--- config.mk ---
export PLATFORM = sky130hd
export DESIGN_NAME = ufsf_ctrl
export DESIGN_NICKNAME = d
export VERILOG_FILES = /design/src/rtl/ufsf_pkg.sv /design/src/rtl/ufsf_ctrl.sv
export SDC_FILE = /design/constraint.sdc
export NUM_CORES = 1
export LEC_CHECK = 0
export BUFFER_PORTS_ARGS = -buffer_cell sky130_fd_sc_hd__buf_2
export CAP_MARGIN = 10
export CORE_AREA = 8 8 45 47
export CTS_CLUSTER_DIAMETER = 50
export DETAILED_ROUTE_END_ITERATION = 10
export DIE_AREA = 0 0 53 55
export GPL_ROUTABILITY_DRIVEN = 0
export PLACE_DENSITY_LB_ADDON = 0.2
export SLEW_MARGIN = 40
export SYNTH_ARGS = -nofsm -noshare
export SYNTH_HDL_FRONTEND = slang
export SYNTH_SLANG_ARGS = --single-unit
export TNS_END_PERCENT = 10
--- constraint.sdc ---
create_clock -name clk -period 3.38 [get_ports clk]
set_input_delay 0.507 -clock clk [delete_from_list [all_inputs] [get_ports clk]]
set_output_delay 0.507 -clock clk [all_outputs]
set_load 0.005 [all_outputs]
--- src/rtl/ufsf_pkg.sv ---
// ufsf_pkg: shared widths, codes, state and handshake types for the spanning forest block
// no dependencies; compiled before every other file of the block
package ufsf_pkg;

  // default forest size, handed to the top level parameter
  localparam int MAX_VERTICES_DEF = 1024;

  // field widths
  localparam int VTX_W = 10;
  localparam int WT_W  = 16;
  localparam int WS_W  = 26;
  localparam int CNT_W = 10;
  localparam int STS_W = 2;

  // configuration port
  localparam int CFG_AW = 2;
  localparam int CFG_DW = 32;
  localparam logic [CFG_AW-1:0] ADDR_VCOUNT = CFG_AW'(0);
  localparam logic [VTX_W-1:0]  VCOUNT_RST  = VTX_W'(1023);

  // saturation limits
  localparam logic [WS_W-1:0]  WSUM_MAX = '1;
  localparam logic [CNT_W-1:0] CNT_MAX  = '1;

  typedef enum logic {
    CMD_START = 1'b0,
    CMD_EDGE  = 1'b1
  } ufsf_cmd_code_t;

  typedef enum logic [STS_W-1:0] {
    STAT_ACCEPT  = 2'd0,
    STAT_REJECT  = 2'd1,
    STAT_BAD     = 2'd2,
    STAT_CLEARED = 2'd3
  } ufsf_status_t;

  typedef enum logic [2:0] {
    ST_CLEAR,
    ST_IDLE,
    ST_SWEEP,
    ST_A_WALK,
    ST_A_COMP,
    ST_B_WALK,
    ST_B_COMP,
    ST_HOLD
  } ufsf_state_t;

  // source of the walk pointer for the next cycle (also the read address)
  typedef enum logic [2:0] {
    CSEL_HOLD,
    CSEL_IN_A,
    CSEL_DATA,
    CSEL_A,
    CSEL_B
  } ufsf_csel_t;

  // controller to datapath
  typedef struct packed {
    logic         accept;     // capture the item, rewind sweep index
    ufsf_csel_t   csel;
    logic         root_set;   // root_r <= cur_r
    logic         ra_set;     // ra_r <= root_r
    logic         fill;       // parent[idx] <= idx, idx++
    logic         comp_wr;    // parent[cur] <= root
    logic         link;       // join roots if they differ, update totals
    logic         zero;       // clear totals
    logic         out_load;
    ufsf_status_t out_status;
  } ufsf_ctl_t;

  // datapath to controller
  typedef struct packed {
    logic in_start;
    logic in_ok;
    logic par_self;
    logic at_root;
    logic fill_more;
    logic clear_last;
    logic roots_eq;
    logic out_free;
  } ufsf_stat_t;

endpackage

--- src/rtl/ufsf_ctrl.sv ---
// ufsf_ctrl: sequencer for clearing, start sweeps, root walks, compression and linking
// depends on ufsf_pkg for state, command and status types
module ufsf_ctrl (
  input  logic                clk,
  input  logic                rst_n,
  input  logic                in_valid,
  output logic                in_ready,
  input  ufsf_pkg::ufsf_stat_t stat,
  output ufsf_pkg::ufsf_ctl_t  ctl
);
  import ufsf_pkg::*;

  ufsf_state_t  state_r, state_nxt;
  ufsf_status_t pend_r, pend_nxt;

  always_ff @(posedge clk) begin
    if (!rst_n) begin
      state_r <= ST_CLEAR;
    end else begin
      state_r <= state_nxt;
    end
  end

  // pending status while the result slot is occupied
  always_ff @(posedge clk) begin
    pend_r <= pend_nxt;
  end

  always_comb begin
    state_nxt      = state_r;
    pend_nxt       = pend_r;
    in_ready       = 1'b0;
    ctl            = '0;
    ctl.csel       = CSEL_HOLD;
    ctl.out_status = STAT_ACCEPT;

    unique case (state_r)
      ST_CLEAR: begin
        ctl.fill = 1'b1;
        if (stat.clear_last) begin
          state_nxt = ST_IDLE;
        end
      end

      ST_IDLE: begin
        in_ready = 1'b1;
        ctl.csel = CSEL_IN_A;
        if (in_valid) begin
          ctl.accept = 1'b1;
          if (stat.in_start) begin
            ctl.zero  = 1'b1;
            state_nxt = ST_SWEEP;
          end else if (!stat.in_ok) begin
            if (stat.out_free) begin
              ctl.out_load   = 1'b1;
              ctl.out_status = STAT_BAD;
            end else begin
              pend_nxt  = STAT_BAD;
              state_nxt = ST_HOLD;
            end
          end else begin
            state_nxt = ST_A_WALK;
          end
        end
      end

      ST_SWEEP: begin
        if (stat.fill_more) begin
          ctl.fill = 1'b1;
        end else if (stat.out_free) begin
          ctl.out_load   = 1'b1;
          ctl.out_status = STAT_CLEARED;
          state_nxt      = ST_IDLE;
        end else begin
          pend_nxt  = STAT_CLEARED;
          state_nxt = ST_HOLD;
        end
      end

      ST_A_WALK: begin
        if (stat.par_self) begin
          ctl.root_set = 1'b1;
          ctl.csel     = CSEL_A;
          state_nxt    = ST_A_COMP;
        end else begin
          ctl.csel = CSEL_DATA;
        end
      end

      ST_A_COMP: begin
        if (stat.at_root) begin
          ctl.ra_set = 1'b1;
          ctl.csel   = CSEL_B;
          state_nxt  = ST_B_WALK;
        end else begin
          ctl.comp_wr = 1'b1;
          ctl.csel    = CSEL_DATA;
        end
      end

      ST_B_WALK: begin
        if (stat.par_self) begin
          ctl.root_set = 1'b1;
          ctl.csel     = CSEL_B;
          state_nxt    = ST_B_COMP;
        end else begin
          ctl.csel = CSEL_DATA;
        end
      end

      ST_B_COMP: begin
        if (stat.at_root) begin
          ctl.link = 1'b1;
          if (stat.out_free) begin
            ctl.out_load   = 1'b1;
            ctl.out_status = stat.roots_eq ? STAT_REJECT : STAT_ACCEPT;
            state_nxt      = ST_IDLE;
          end else begin
            pend_nxt  = stat.roots_eq ? STAT_REJECT : STAT_ACCEPT;
            state_nxt = ST_HOLD;
          end
        end else begin
          ctl.comp_wr = 1'b1;
          ctl.csel    = CSEL_DATA;
        end
      end

      ST_HOLD: begin
        if (stat.out_free) begin
          ctl.out_load   = 1'b1;
          ctl.out_status = pend_r;
          state_nxt      = ST_IDLE;
        end
      end

      default: begin
        state_nxt = ST_IDLE;
      end
    endcase
  end

endmodule

==> results by group, run 1 <==
Critical path
  – Worst Setup SP: state_r[0]$_SDFFE_PN0P_
  – WP data required: approximately 2900 ps
  – Endpoint type of the worst setup path: output pin
  – Crit path max fanout: 17
  – Max incr delay on CP: 620 ps
  – CP Launch Type: register
  – Crit path cell chain: nor3b_4, and3_1, o21ai_1, o21ai_0, buf_2
  – Crit path DAT: between 1500 and 2000 ps
  – Setup CP Type: register to output pin
  – CP max-delay cell: dfxtp_1
  – Reg2Reg Launch Point: state_r[0]$_SDFFE_PN0P_

Synth
  – Synth top area cells: dfxtp_1 10%, edfxtp_1 10%, nand2_1 5.8%
  – Synth top area share: 0.103
  – Synth Flop Type: dfxtp_1
  – Net Count, Synth: slightly above 90
  – Mapped cell area: roughly 590 µm²
  – Distinct cells, synth: 37
  – Register area share after synthesis: 0.205
  – Seq cells post-synth: 5
  – Commonest cells post-synth: 9 x nand2_1, 7 x nor2_1, 5 x a21oi_1, 5 x o21ai_0
  – Count leader, synth: nand2_1
  – Most area-hungry cell type in the Yosys netlist: dfxtp_1
  – Ys Warns: 0
  – Async S/R FF share, synth: 0
  – Mapped Cells: just over 80
  – Average size of a mapped cell: between 7 and 8 µm²
  – EDFF count, synth: 2

Power and ir drop
  – PwrDens: roughly 800 nW/µm²
  – Final Power: between 0.5 and 0.6 mW
  – Peak VDD IR: between 0.0006 and 0.0007 V
  – P_leak: 0.315 nW

GRT
  – Largest net degree at the start of global routing: 27
  – All-Layer GR Usage: 0.104
  – Total global routing overflow: 0
  – Via count of the first global-routing pass: around 600
  – Global-route wire length before repair: between 2000 and 2500 µm
  – Initial antenna violation count: 0

Layout
  – Nets@finish: approximately 120
  – Area occupied by multi-input gates: roughly 420 µm²
  – Fill count: about 160
  – # diodes: 0
  – FF/Latch Area: approximately 120 µm²
  – Synthesis-to-layout area growth: 23.7%
  – Layout cell share with drive strength beyond 1: 0.288

STA
  – RSZ-0062 raised after global routing: no
  – Slew Limit Fails: 0
  – Measured slew at the worst slew-check pin: approximately 630 ps
  – Fin Setup TNS: 0 ps
  – Hold Vio Cnt, Final: 0
  – Final Cycle Share: 0.648
  – Slew margin rel.: 0.578
  – Clock skew: 2.96 ps
  – Fmax: ~460 MHz
  – Final setup violation count: 0
  – Min cycle time layout: 2190 ps

Route
  – Routed WL: about 1500 µm
  – DR pass1 iterations: 4
  – Detail Route Antenna Nets: 0
  – Detailed-route vias per instance: approximately 5.5
  – Routed WL per cell: 12.8 µm
  – Post-route DRC: 0
  – Via Count: between 600 and 700
  – Initial drt markers: 21

Clock tree
  – Worst-path clk slew: 40 ps
  – CTS Buf Count: 3
  – CTS tree: yes
  – Post-CTS Setup Inserts: 0
  – Clk sinks: 5
  – CTS max path bufs: 2
  – Skew-Pair Late Insertion Delay: ~240 ps
  – H-tree levels: 1
  – Root buffer cell: clkbuf_4
  – Cts repair resizes: 0
  – Cts hold-fix bufs: 0

Floorplanning
  – Top Ports: 25
  – Core area: about 1400 µm²
  – Die ar.: a little under 3000 µm²
  – Starting density of the core: 0.423
  – # rows: 14
  – Die X-Extent: 53 µm
  – Die H: ~55 µm

Min path
  – Hold crit path type: input pin to register
  – HP Start: rst_n

Placement
  – Post-DP HPWL: roughly 1200 µm
  – Port bufs: 24

Job
  – Max-Cap Viols: 0

Run status
  – Status: finished clean
==> power by group <==
group	leakage (nW)	internal [mW]	switching, mW	total [mW]
registers	0.0407	0.0883	0.0924	0.181
logic	0.259	0.175	0.160	0.334
clock network	0.0150	0.0445	0.0228	0.0673
==> final timing paths <==
path,depth (start not counted),slack (ps),end
max,5,1190,ctl[1]
min,2,540,state_r[1]$_SDFFE_PN0P_
max reg2reg,4,1380,pend_r[0]$_DFFE_PP_
min reg2reg,2,650,state_r[2]$_SDFFE_PN0P_
==> critical path, delay by kind of cell, from the launching register on <==
kind	cells	cell delay [ps]
flip-flops	1	620
AND/OR/NAND/NOR	2	550
AO/OA/AOI/OAI	2	140
buffers and inverters	1	130
==> routing by layer <==
metal | up-vias | global-route usage | share of wire
li1 | 347 | - | -
met1 | 287 | 0.134 | 0.44
met2 | 23 | 0.180 | 0.46
met3 | 0 | 0.0294 | 0.094
met4 | 0 | 0 | 0
met5 | - | 0 | 0
==> through the flow <==
stage                      util  hold slack, ps  worst slack [ps]  cells  area (µm²)
final                     0.524             537              1190    120         724
after global routing      0.524             531              1030    120         724
after CTS                 0.523             538              1090    120         723
after detailed placement  0.504             749              1340    116         697
after global placement    0.504             754              1370    116         697
after floorplan               -             635              1690     82         586
==> layout make-up <==
| class | instances | area share |
|---|---|---|
| clock buffer | 4 | 0.0363 |
| inverter | 4 | 0.0207 |
| multi-input combinational | 67 | 0.582 |
| sequential | 5 | 0.168 |
| tap | 16 | 0.0276 |
| timing repair buffer | 24 | 0.166 |
==> flip-flops by register name, summed over array words and instances, names as in the netlist <==
signal / flops
pend_r: 2
state_r: 3
==> logic make-up (layout without fill, tap and decap cells) <==
logic type / Yosys count / count (layout) / synth area share
muxes: 3 / 3 / 0.0513
DFF: 5 / 5 / 0.205
and+or+nand+nor: 39 / 39 / 0.378
buffers and inverters: 10 / 32 / 0.0748
AOI/OAI and AO/OA: 25 / 25 / 0.291
==> cells in the final DEF (no fill, tap or decap), drive strengths merged, types with 4 or more instances in the layout <==
cell type,n
clkbuf,4
nand2,9
a21oi,5
inv,4
nand2b,4
nor2,7
o21ai,6
buf,24
No activity file was read; power rests on OpenSTA's default activity.
==> run 2: changes to the inputs <==
--- a/config.mk
+++ b/config.mk
@@ -5,12 +5,13 @@
 export SDC_FILE = /design/constraint.sdc
 export NUM_CORES = 1
 export LEC_CHECK = 0
+export ABC_AREA = 1
 export BUFFER_PORTS_ARGS = -buffer_cell sky130_fd_sc_hd__buf_2
 export CAP_MARGIN = 10
-export CORE_AREA = 8 8 45 47
+export CORE_MARGIN = 8
+export CORE_UTILIZATION = 40
 export CTS_CLUSTER_DIAMETER = 50
 export DETAILED_ROUTE_END_ITERATION = 10
-export DIE_AREA = 0 0 53 55
 export GPL_ROUTABILITY_DRIVEN = 0
 export PLACE_DENSITY_LB_ADDON = 0.2
 export SLEW_MARGIN = 40
==> constraint.sdc (replaced) <==
create_clock -name clk -period 1.76 [get_ports clk]
set_input_delay 0.264 -clock clk [delete_from_list [all_inputs] [get_ports clk]]
set_output_delay 0.264 -clock clk [all_outputs]
set_load 0.005 [all_outputs]
==> run 2 against run 1 <==
Effect of this change: sequential power is 34% higher; combinational power is 69% higher; cell count is 12% higher; routed wire length is 1.5% higher; non-clock buffer count is 1 higher; clock skew is 1.1 ps higher; total power is 61% higher; clock-buffer cell count stayed put; cell area is 0.52% lower; utilization is 3.7 points higher; clock power is 89% higher; setup slack worse by 1100 ps; highest routed layer is now met4.
==> results by group, run 2 <==
Synth
  – Distinct cells, synth: 20
  – Synth top area cells: nand2_1 15%, dfxtp_1 11%, edfxtp_1 11%
  – Mapped cell area: ~540 µm²
  – Synth top area share: 0.153
  – Seq cells post-synth: 5
  – EDFF count, synth: 2
  – Ys Warns: 0
  – Average size of a mapped cell: just under 6 µm²
  – Commonest cells post-synth: 22 x nand2_1, 16 x nor2_1, 8 x nor2_2
  – Count leader, synth: nand2_1
  – Mapped Cells: slightly above 90
  – Most area-hungry cell type in the Yosys netlist: nand2_1
  – Register area share after synthesis: 0.223
  – Net Count, Synth: 102
  – Async S/R FF share, synth: 0
  – Synth Flop Type: dfxtp_1

Power and ir drop
  – P_leak: approximately 0.4 nW
  – Reg power frac: 0.259
  – Sw frac: 0.492
  – Peak VDD IR: 0.000717 V
  – Cell Int Power: between 0.4 and 0.5 mW
  – Clock network power share: 0.136
  – Switching power: 0.460 mW
  – PwrDens: ~1300 nW/µm²
  – Final Power: ~0.94 mW
  – Comb power frac: 0.605

Layout
  – Synthesis-to-layout area growth: 34.0%
  – Most common cell after layout, fill and taps aside: buf_2
  – Commonest non-fill, non-tap cells in the layout: 24 x buf_2, 21 x nand2_1, 15 x nor2_1
  – Layout Utilization: 0.561
  – Layout cell share with drive strength beyond 1: 0.437
  – Biggest register: state_r
  – # diodes: 0
  – Max FFs per register: 3
  – Fill count: about 130
  – Nets@finish: between 100 and 150
  – Largest regs: state_r (3), pend_r (2)

Floorplanning
  – Core area: about 1300 µm²
  – Top Ports: 25
  – Starting density of the core: 0.419
  – # rows: 13
  – Die ar.: between 2000 and 3000 µm²
  – Die H: 52.7 µm
  – Die X-Extent: approximately 53 µm

Job
  – Max-Cap Viols: 0

Route
  – Detailed-route vias per instance: roughly 5.1
  – Detail Route Antenna Nets: 0
  – Routed WL: about 1600 µm
  – Via Count: 690
  – Initial drt markers: 19
  – DR pass1 iterations: 4
  – Routed WL per cell: around 12 µm
  – Post-route DRC: 0

GRT
  – Total global routing overflow: 0
  – All-Layer GR Usage: 0.114
  – Via count of the first global-routing pass: approximately 570
  – Global-route wire length before repair: about 2400 µm
  – Largest net degree at the start of global routing: 9
  – Initial antenna violation count: 0

Min path
  – Hold Path Depth: 3
  – Hold crit path type: input pin to register
  – Hold Path Sink: state_r[0]$_SDFFE_PN0P_
  – HP Start: rst_n

Clock tree
  – Skew-Pair Late Insertion Delay: between 200 and 250 ps
  – CTS max path bufs: 2
  – CTS tree: yes
  – Cts hold-fix bufs: 0
  – Worst-path clk slew: ~40 ps
  – H-tree levels: 1
  – CTS Buf Count: 3
  – Root buffer cell: clkbuf_4
  – Clk sinks: 5

Critical path
  – Worst Path Buf+Inv: 2
  – CP max-delay cell: dfxtp_2
  – Max incr delay on CP: 380 ps
  – RR Endpoint: pend_r[1]$_DFFE_PP_
  – WP data required: about 1500 ps
  – Crit path DAT: about 1400 ps
  – CP Launch Type: register
  – Reg2Reg Launch Point: state_r[1]$_SDFFE_PN0P_
  – Crit path max fanout: 8
  – R2R setup slack: around 260 ps
  – Setup CP Type: register to output pin
  – Worst Reg2Reg Path Length in Cells: 5
  – Crit path cell chain: inv_2, nor2_4, nand2_2, nor2_2, o21ai_0, nand2_1, buf_2
  – Delay-heaviest family, CP: simple AND/OR/NAND/NOR gates
  – Endpoint type of the worst setup path: output pin

Placement
  – Port bufs: 24
  – Post-DP HPWL: between 1000 and 1500 µm

Run status
  – Status: finished clean

STA
  – Clock skew: around 4 ps
  – Slew margin rel.: 0.794
  – Final Hold Slack: 256 ps
  – Measured slew at the worst slew-check pin: slightly above 300 ps
  – Final setup violation count: 0
  – Hold Vio Cnt, Final: 0
  – Min cycle time layout: about 1600 ps
  – Final Cycle Share: 0.927
  – Fmax: 613 MHz
  – Slew Limit Fails: 0
-- run 2: cell count changes in the layout (fill, tap and decap cells not counted), moves of 3 or more --
cell | previous run | this run
nor2_2 | 0 | 8
mux2i_1 | 3 | 0
and3_1 | 3 | 0
nand3_1 | 2 | 7
nand2_2 | 0 | 5
nand2_1 | 9 | 21
inv_2 | 0 | 3
nor2_1 | 7 | 15
inv_1 | 4 | 7
nand2b_1 | 4 | 0
-- run 2: layer usage --
metal  GRT usage  routed length, µm  vias to the layer above
met5           0                  0                        -
met4      0.0388                 17                        0
met3      0.0511                181                        2
met2       0.182                732                       29
met1       0.131                630                      305
li1            -                  -                      354
-- run 2: metrics by stage --
step | cell area [µm²] | worst slack (ps) | std cells | TNS (ps)
2_1_floorplan | 538 | 394 | 91 | 0
6_report | 721 | 129 | 134 | 0
5_1_grt | 721 | -0.766 | 134 | -0.766
3_3_place_gp | 666 | 177 | 129 | 0
4_1_cts | 693 | 6.64 | 133 | 0
3_5_place_dp | 666 | 173 | 129 | 0
-- run 2: power groups by stage --
stage | logic, mW | clock network (mW) | registers [mW]
2_1_floorplan | 0.433 | 0 | 0.196
3_3_place_gp | 0.553 | 0 | 0.224
3_5_place_dp | 0.552 | 0 | 0.226
4_1_cts | 0.555 | 0.131 | 0.226
5_1_grt | 0.646 | 0.138 | 0.248
6_report | 0.566 | 0.127 | 0.242
-- run 2: logic make-up (layout without fill, tap and decap cells) --
| kind of cell | Yosys count | in the layout | share of synthesized area |
|---|---|---|---|
| AOI/OAI and AO/OA | 9 | 9 | 0.0884 |
| buffers and inverters | 11 | 39 | 0.0907 |
| DFF | 5 | 5 | 0.223 |
| and+or+nand+nor | 66 | 66 | 0.598 |
-- run 2: worst min-delay path, cell delays in order --
cell,delay [ps]
buf_2,110
nand2_1,60
nor2_1,30
-- run 2: worst max path at each step --
stage,cells past startpoint,startpoint,end
6_report,7,state_r[1]$_SDFFE_PN0P_,ctl[2]
5_1_grt,7,state_r[1]$_SDFFE_PN0P_,ctl[0]
4_1_cts,7,state_r[1]$_SDFFE_PN0P_,ctl[2]
3_5_place_dp,7,state_r[1]$_SDFFE_PN0P_,ctl[2]
3_3_place_gp,7,state_r[1]$_SDFFE_PN0P_,ctl[2]
2_1_floorplan,4,state_r[0]$_SDFFE_PN0P_,pend_r[0]$_DFFE_PP_
-- run 2: final cells by class --
cell class                 count  area [µm²]  area share
timing repair buffer          25         128       0.177
clock buffer                   4        26.3      0.0365
inverter                      10        37.5      0.0521
tap                           15        18.8      0.0260
sequential                     5         126       0.175
multi-input combinational     75         384       0.533
-- run 2: timing repair --
action | CTS | global route
buffers inserted | 0 | 1
pin swaps | 0 | 1
resized for setup | 1 | 7
endpoints found under the setup margin | 2 | 5
==> run 3: changes to the inputs <==
--- a/config.mk
+++ b/config.mk
@@ -13,7 +13,7 @@
 export CTS_CLUSTER_DIAMETER = 50
 export DETAILED_ROUTE_END_ITERATION = 10
 export GPL_ROUTABILITY_DRIVEN = 0
-export PLACE_DENSITY_LB_ADDON = 0.2
+export PLACE_DENSITY = 0.79
 export SLEW_MARGIN = 40
 export SYNTH_ARGS = -nofsm -noshare
 export SYNTH_HDL_FRONTEND = slang
==> run 3 against run 2 <==
Effect of this change: total power fell by 0.34%; worst hold slack gained 4.6 ps; utilization down 0.78 points; global-route usage increased by 0.12 points; setup slack better by 5.8 ps.
==> results by group, run 3 (synthesis gave the netlist of run 2 again) <==
STA
  – Clock skew: between 1 and 1.5 ps
  – RSZ-0062 raised after global routing: no
  – Slew margin rel.: 0.806
  – Worst setup margin: approximately 130 ps
  – Min cycle time layout: approximately 1600 ps
  – Final setup violation count: 0
  – Slew Limit Fails: 0
  – Final Cycle Share: 0.923
  – Fmax: roughly 620 MHz
  – Fin Setup TNS: 0 ps
  – Measured slew at the worst slew-check pin: ~290 ps
  – Hold Vio Cnt, Final: 0

Power and ir drop
  – Clock network power share: 0.140
  – P_leak: approximately 0.40 nW
  – Comb power frac: 0.602
  – Switching power: 0.459 mW
  – Sw frac: 0.493
  – Reg power frac: 0.258
  – Cell Int Power: about 0.47 mW
  – PwrDens: about 1300 nW/µm²
  – Peak VDD IR: 0.000846 V

Floorplanning
  – Die ar.: approximately 2800 µm²
  – Top Ports: 25
  – Core area: approximately 1300 µm²
  – Starting density of the core: 0.419
  – Die H: 52.7 µm
  – # rows: 13
  – Die X-Extent: about 53 µm

Layout
  – Layout cell share with drive strength beyond 1: 0.424
  – Most common cell after layout, fill and taps aside: buf_2
  – Biggest register: state_r
  – Max FFs per register: 3
  – # diodes: 0
  – Commonest non-fill, non-tap cells in the layout: 24 x buf_2, 22 x nand2_1, 15 x nor2_1
  – Largest regs: state_r (3), pend_r (2)
  – Nets@finish: between 100 and 150
  – Synthesis-to-layout area growth: 32.1%
  – Layout Utilization: 0.553

Clock tree
  – CTS max path bufs: 2
  – Clk sinks: 5
  – Post-CTS Setup Inserts: 0
  – CTS tree: yes
  – Root buffer cell: clkbuf_4
  – CTS Buf Count: 3
  – Cts hold-fix bufs: 0
  – Worst-path clk slew: around 40 ps
  – Skew-Pair Late Insertion Delay: between 200 and 250 ps
  – H-tree levels: 1

Critical path
  – Setup CP Type: register to output pin
  – Worst Path Buf+Inv: 2
  – Crit path DAT: 1360 ps
  – WP data required: approximately 1500 ps
  – Worst Reg2Reg Path Length in Cells: 5
  – Reg2Reg Launch Point: state_r[1]$_SDFFE_PN0P_
  – Max incr delay on CP: 380 ps
  – Crit path max fanout: 8
  – CP max-delay cell: dfxtp_2
  – RR Endpoint: pend_r[0]$_DFFE_PP_
  – Endpoint type of the worst setup path: output pin
  – Most used cell, CP: nand2_1
  – CP Launch Type: register
  – Crit path cell chain: inv_2, nor2_4, nand2_1, nor2_2, o21ai_0, nand2_1, buf_2
  – R2R setup slack: roughly 280 ps
  – Delay-heaviest family, CP: simple AND/OR/NAND/NOR gates

Route
  – Via Count: just under 700
  – Detailed-route vias per instance: between 5 and 6
  – Routed WL per cell: between 10 and 15 µm
  – DR pass1 iterations: 4
  – Routed WL: 1520 µm
  – Post-route DRC: 0
  – Detail Route Antenna Nets: 0
  – Initial drt markers: 19

Placement
  – Setup slack at placement: 167 ps
  – Post-DP HPWL: between 1000 and 1500 µm
  – Port bufs: 24

GRT
  – Largest net degree at the start of global routing: 9
  – Global-route wire length before repair: 2530 µm
  – Via count of the first global-routing pass: about 630
  – Initial antenna violation count: 0
  – All-Layer GR Usage: 0.115
  – Total global routing overflow: 0

Min path
  – HP Start: rst_n
  – Hold crit path type: input pin to register
  – Hold Path Depth: 3
  – Hold Path Sink: state_r[0]$_SDFFE_PN0P_

Run status
  – Status: finished clean

Job
  – Max-Cap Viols: 0
## run 3: worst max path at each step
stage | from | endpoint | slack (ps) | depth (start not counted)
floorplan | state_r[0]$_SDFFE_PN0P_ | pend_r[0]$_DFFE_PP_ | 390 | 4
global placement | state_r[1]$_SDFFE_PN0P_ | ctl[2] | 170 | 7
detailed placement | state_r[1]$_SDFFE_PN0P_ | ctl[2] | 170 | 7
CTS | state_r[0]$_SDFFE_PN0P_ | ctl[2] | 40 | 7
global route | state_r[1]$_SDFFE_PN0P_ | ctl[2] | 2 | 7
finish | state_r[1]$_SDFFE_PN0P_ | ctl[2] | 130 | 7
## run 3: layout make-up
cell class	count	area, µm²
Clock buffer	4	26.3
Multi-Input combinational cell	75	382
Fill cell	140	574
Tap cell	15	18.8
Inverter	10	37.5
Timing Repair Buffer	24	120
Sequential cell	5	126
## run 3: metal layers
layer | track usage | share of wire | vias up
li1 | - | - | 355
met1 | 0.133 | 0.44 | 296
met2 | 0.192 | 0.44 | 38
met3 | 0.0568 | 0.12 | 0
met4 | 0.0129 | 0 | 0
met5 | 0 | 0 | -
## run 3: metrics by stage
step	hold slack [ps]	cells	instance area [µm²]	total power, mW
2_1_floorplan	385	91	538	0.629
3_3_place_gp	516	129	666	0.772
3_5_place_dp	519	129	666	0.773
4_1_cts	257	133	701	0.922
5_1_grt	253	133	711	1.03
6_report	261	133	711	0.932
## run 3: power groups by stage
stage          registers (mW)  logic (mW)  clock network, mW
6_report                0.240       0.561              0.131
5_1_grt                 0.246       0.635              0.151
4_1_cts                 0.226       0.558              0.139
3_5_place_dp            0.224       0.550                  0
3_3_place_gp            0.222       0.550                  0
2_1_floorplan           0.196       0.433                  0
## run 3: worst min-delay path: stages
cell and delay, ps:
buf_2 110, nand2_1 60, nor2_1 30
## run 3: repair_timing
item / CTS / global route
endpoints found under the setup margin: 3 / 5
pin swaps: 0 / 0
endpoints found under the hold margin: 0 / 0
gates resized for setup: 3 / 4
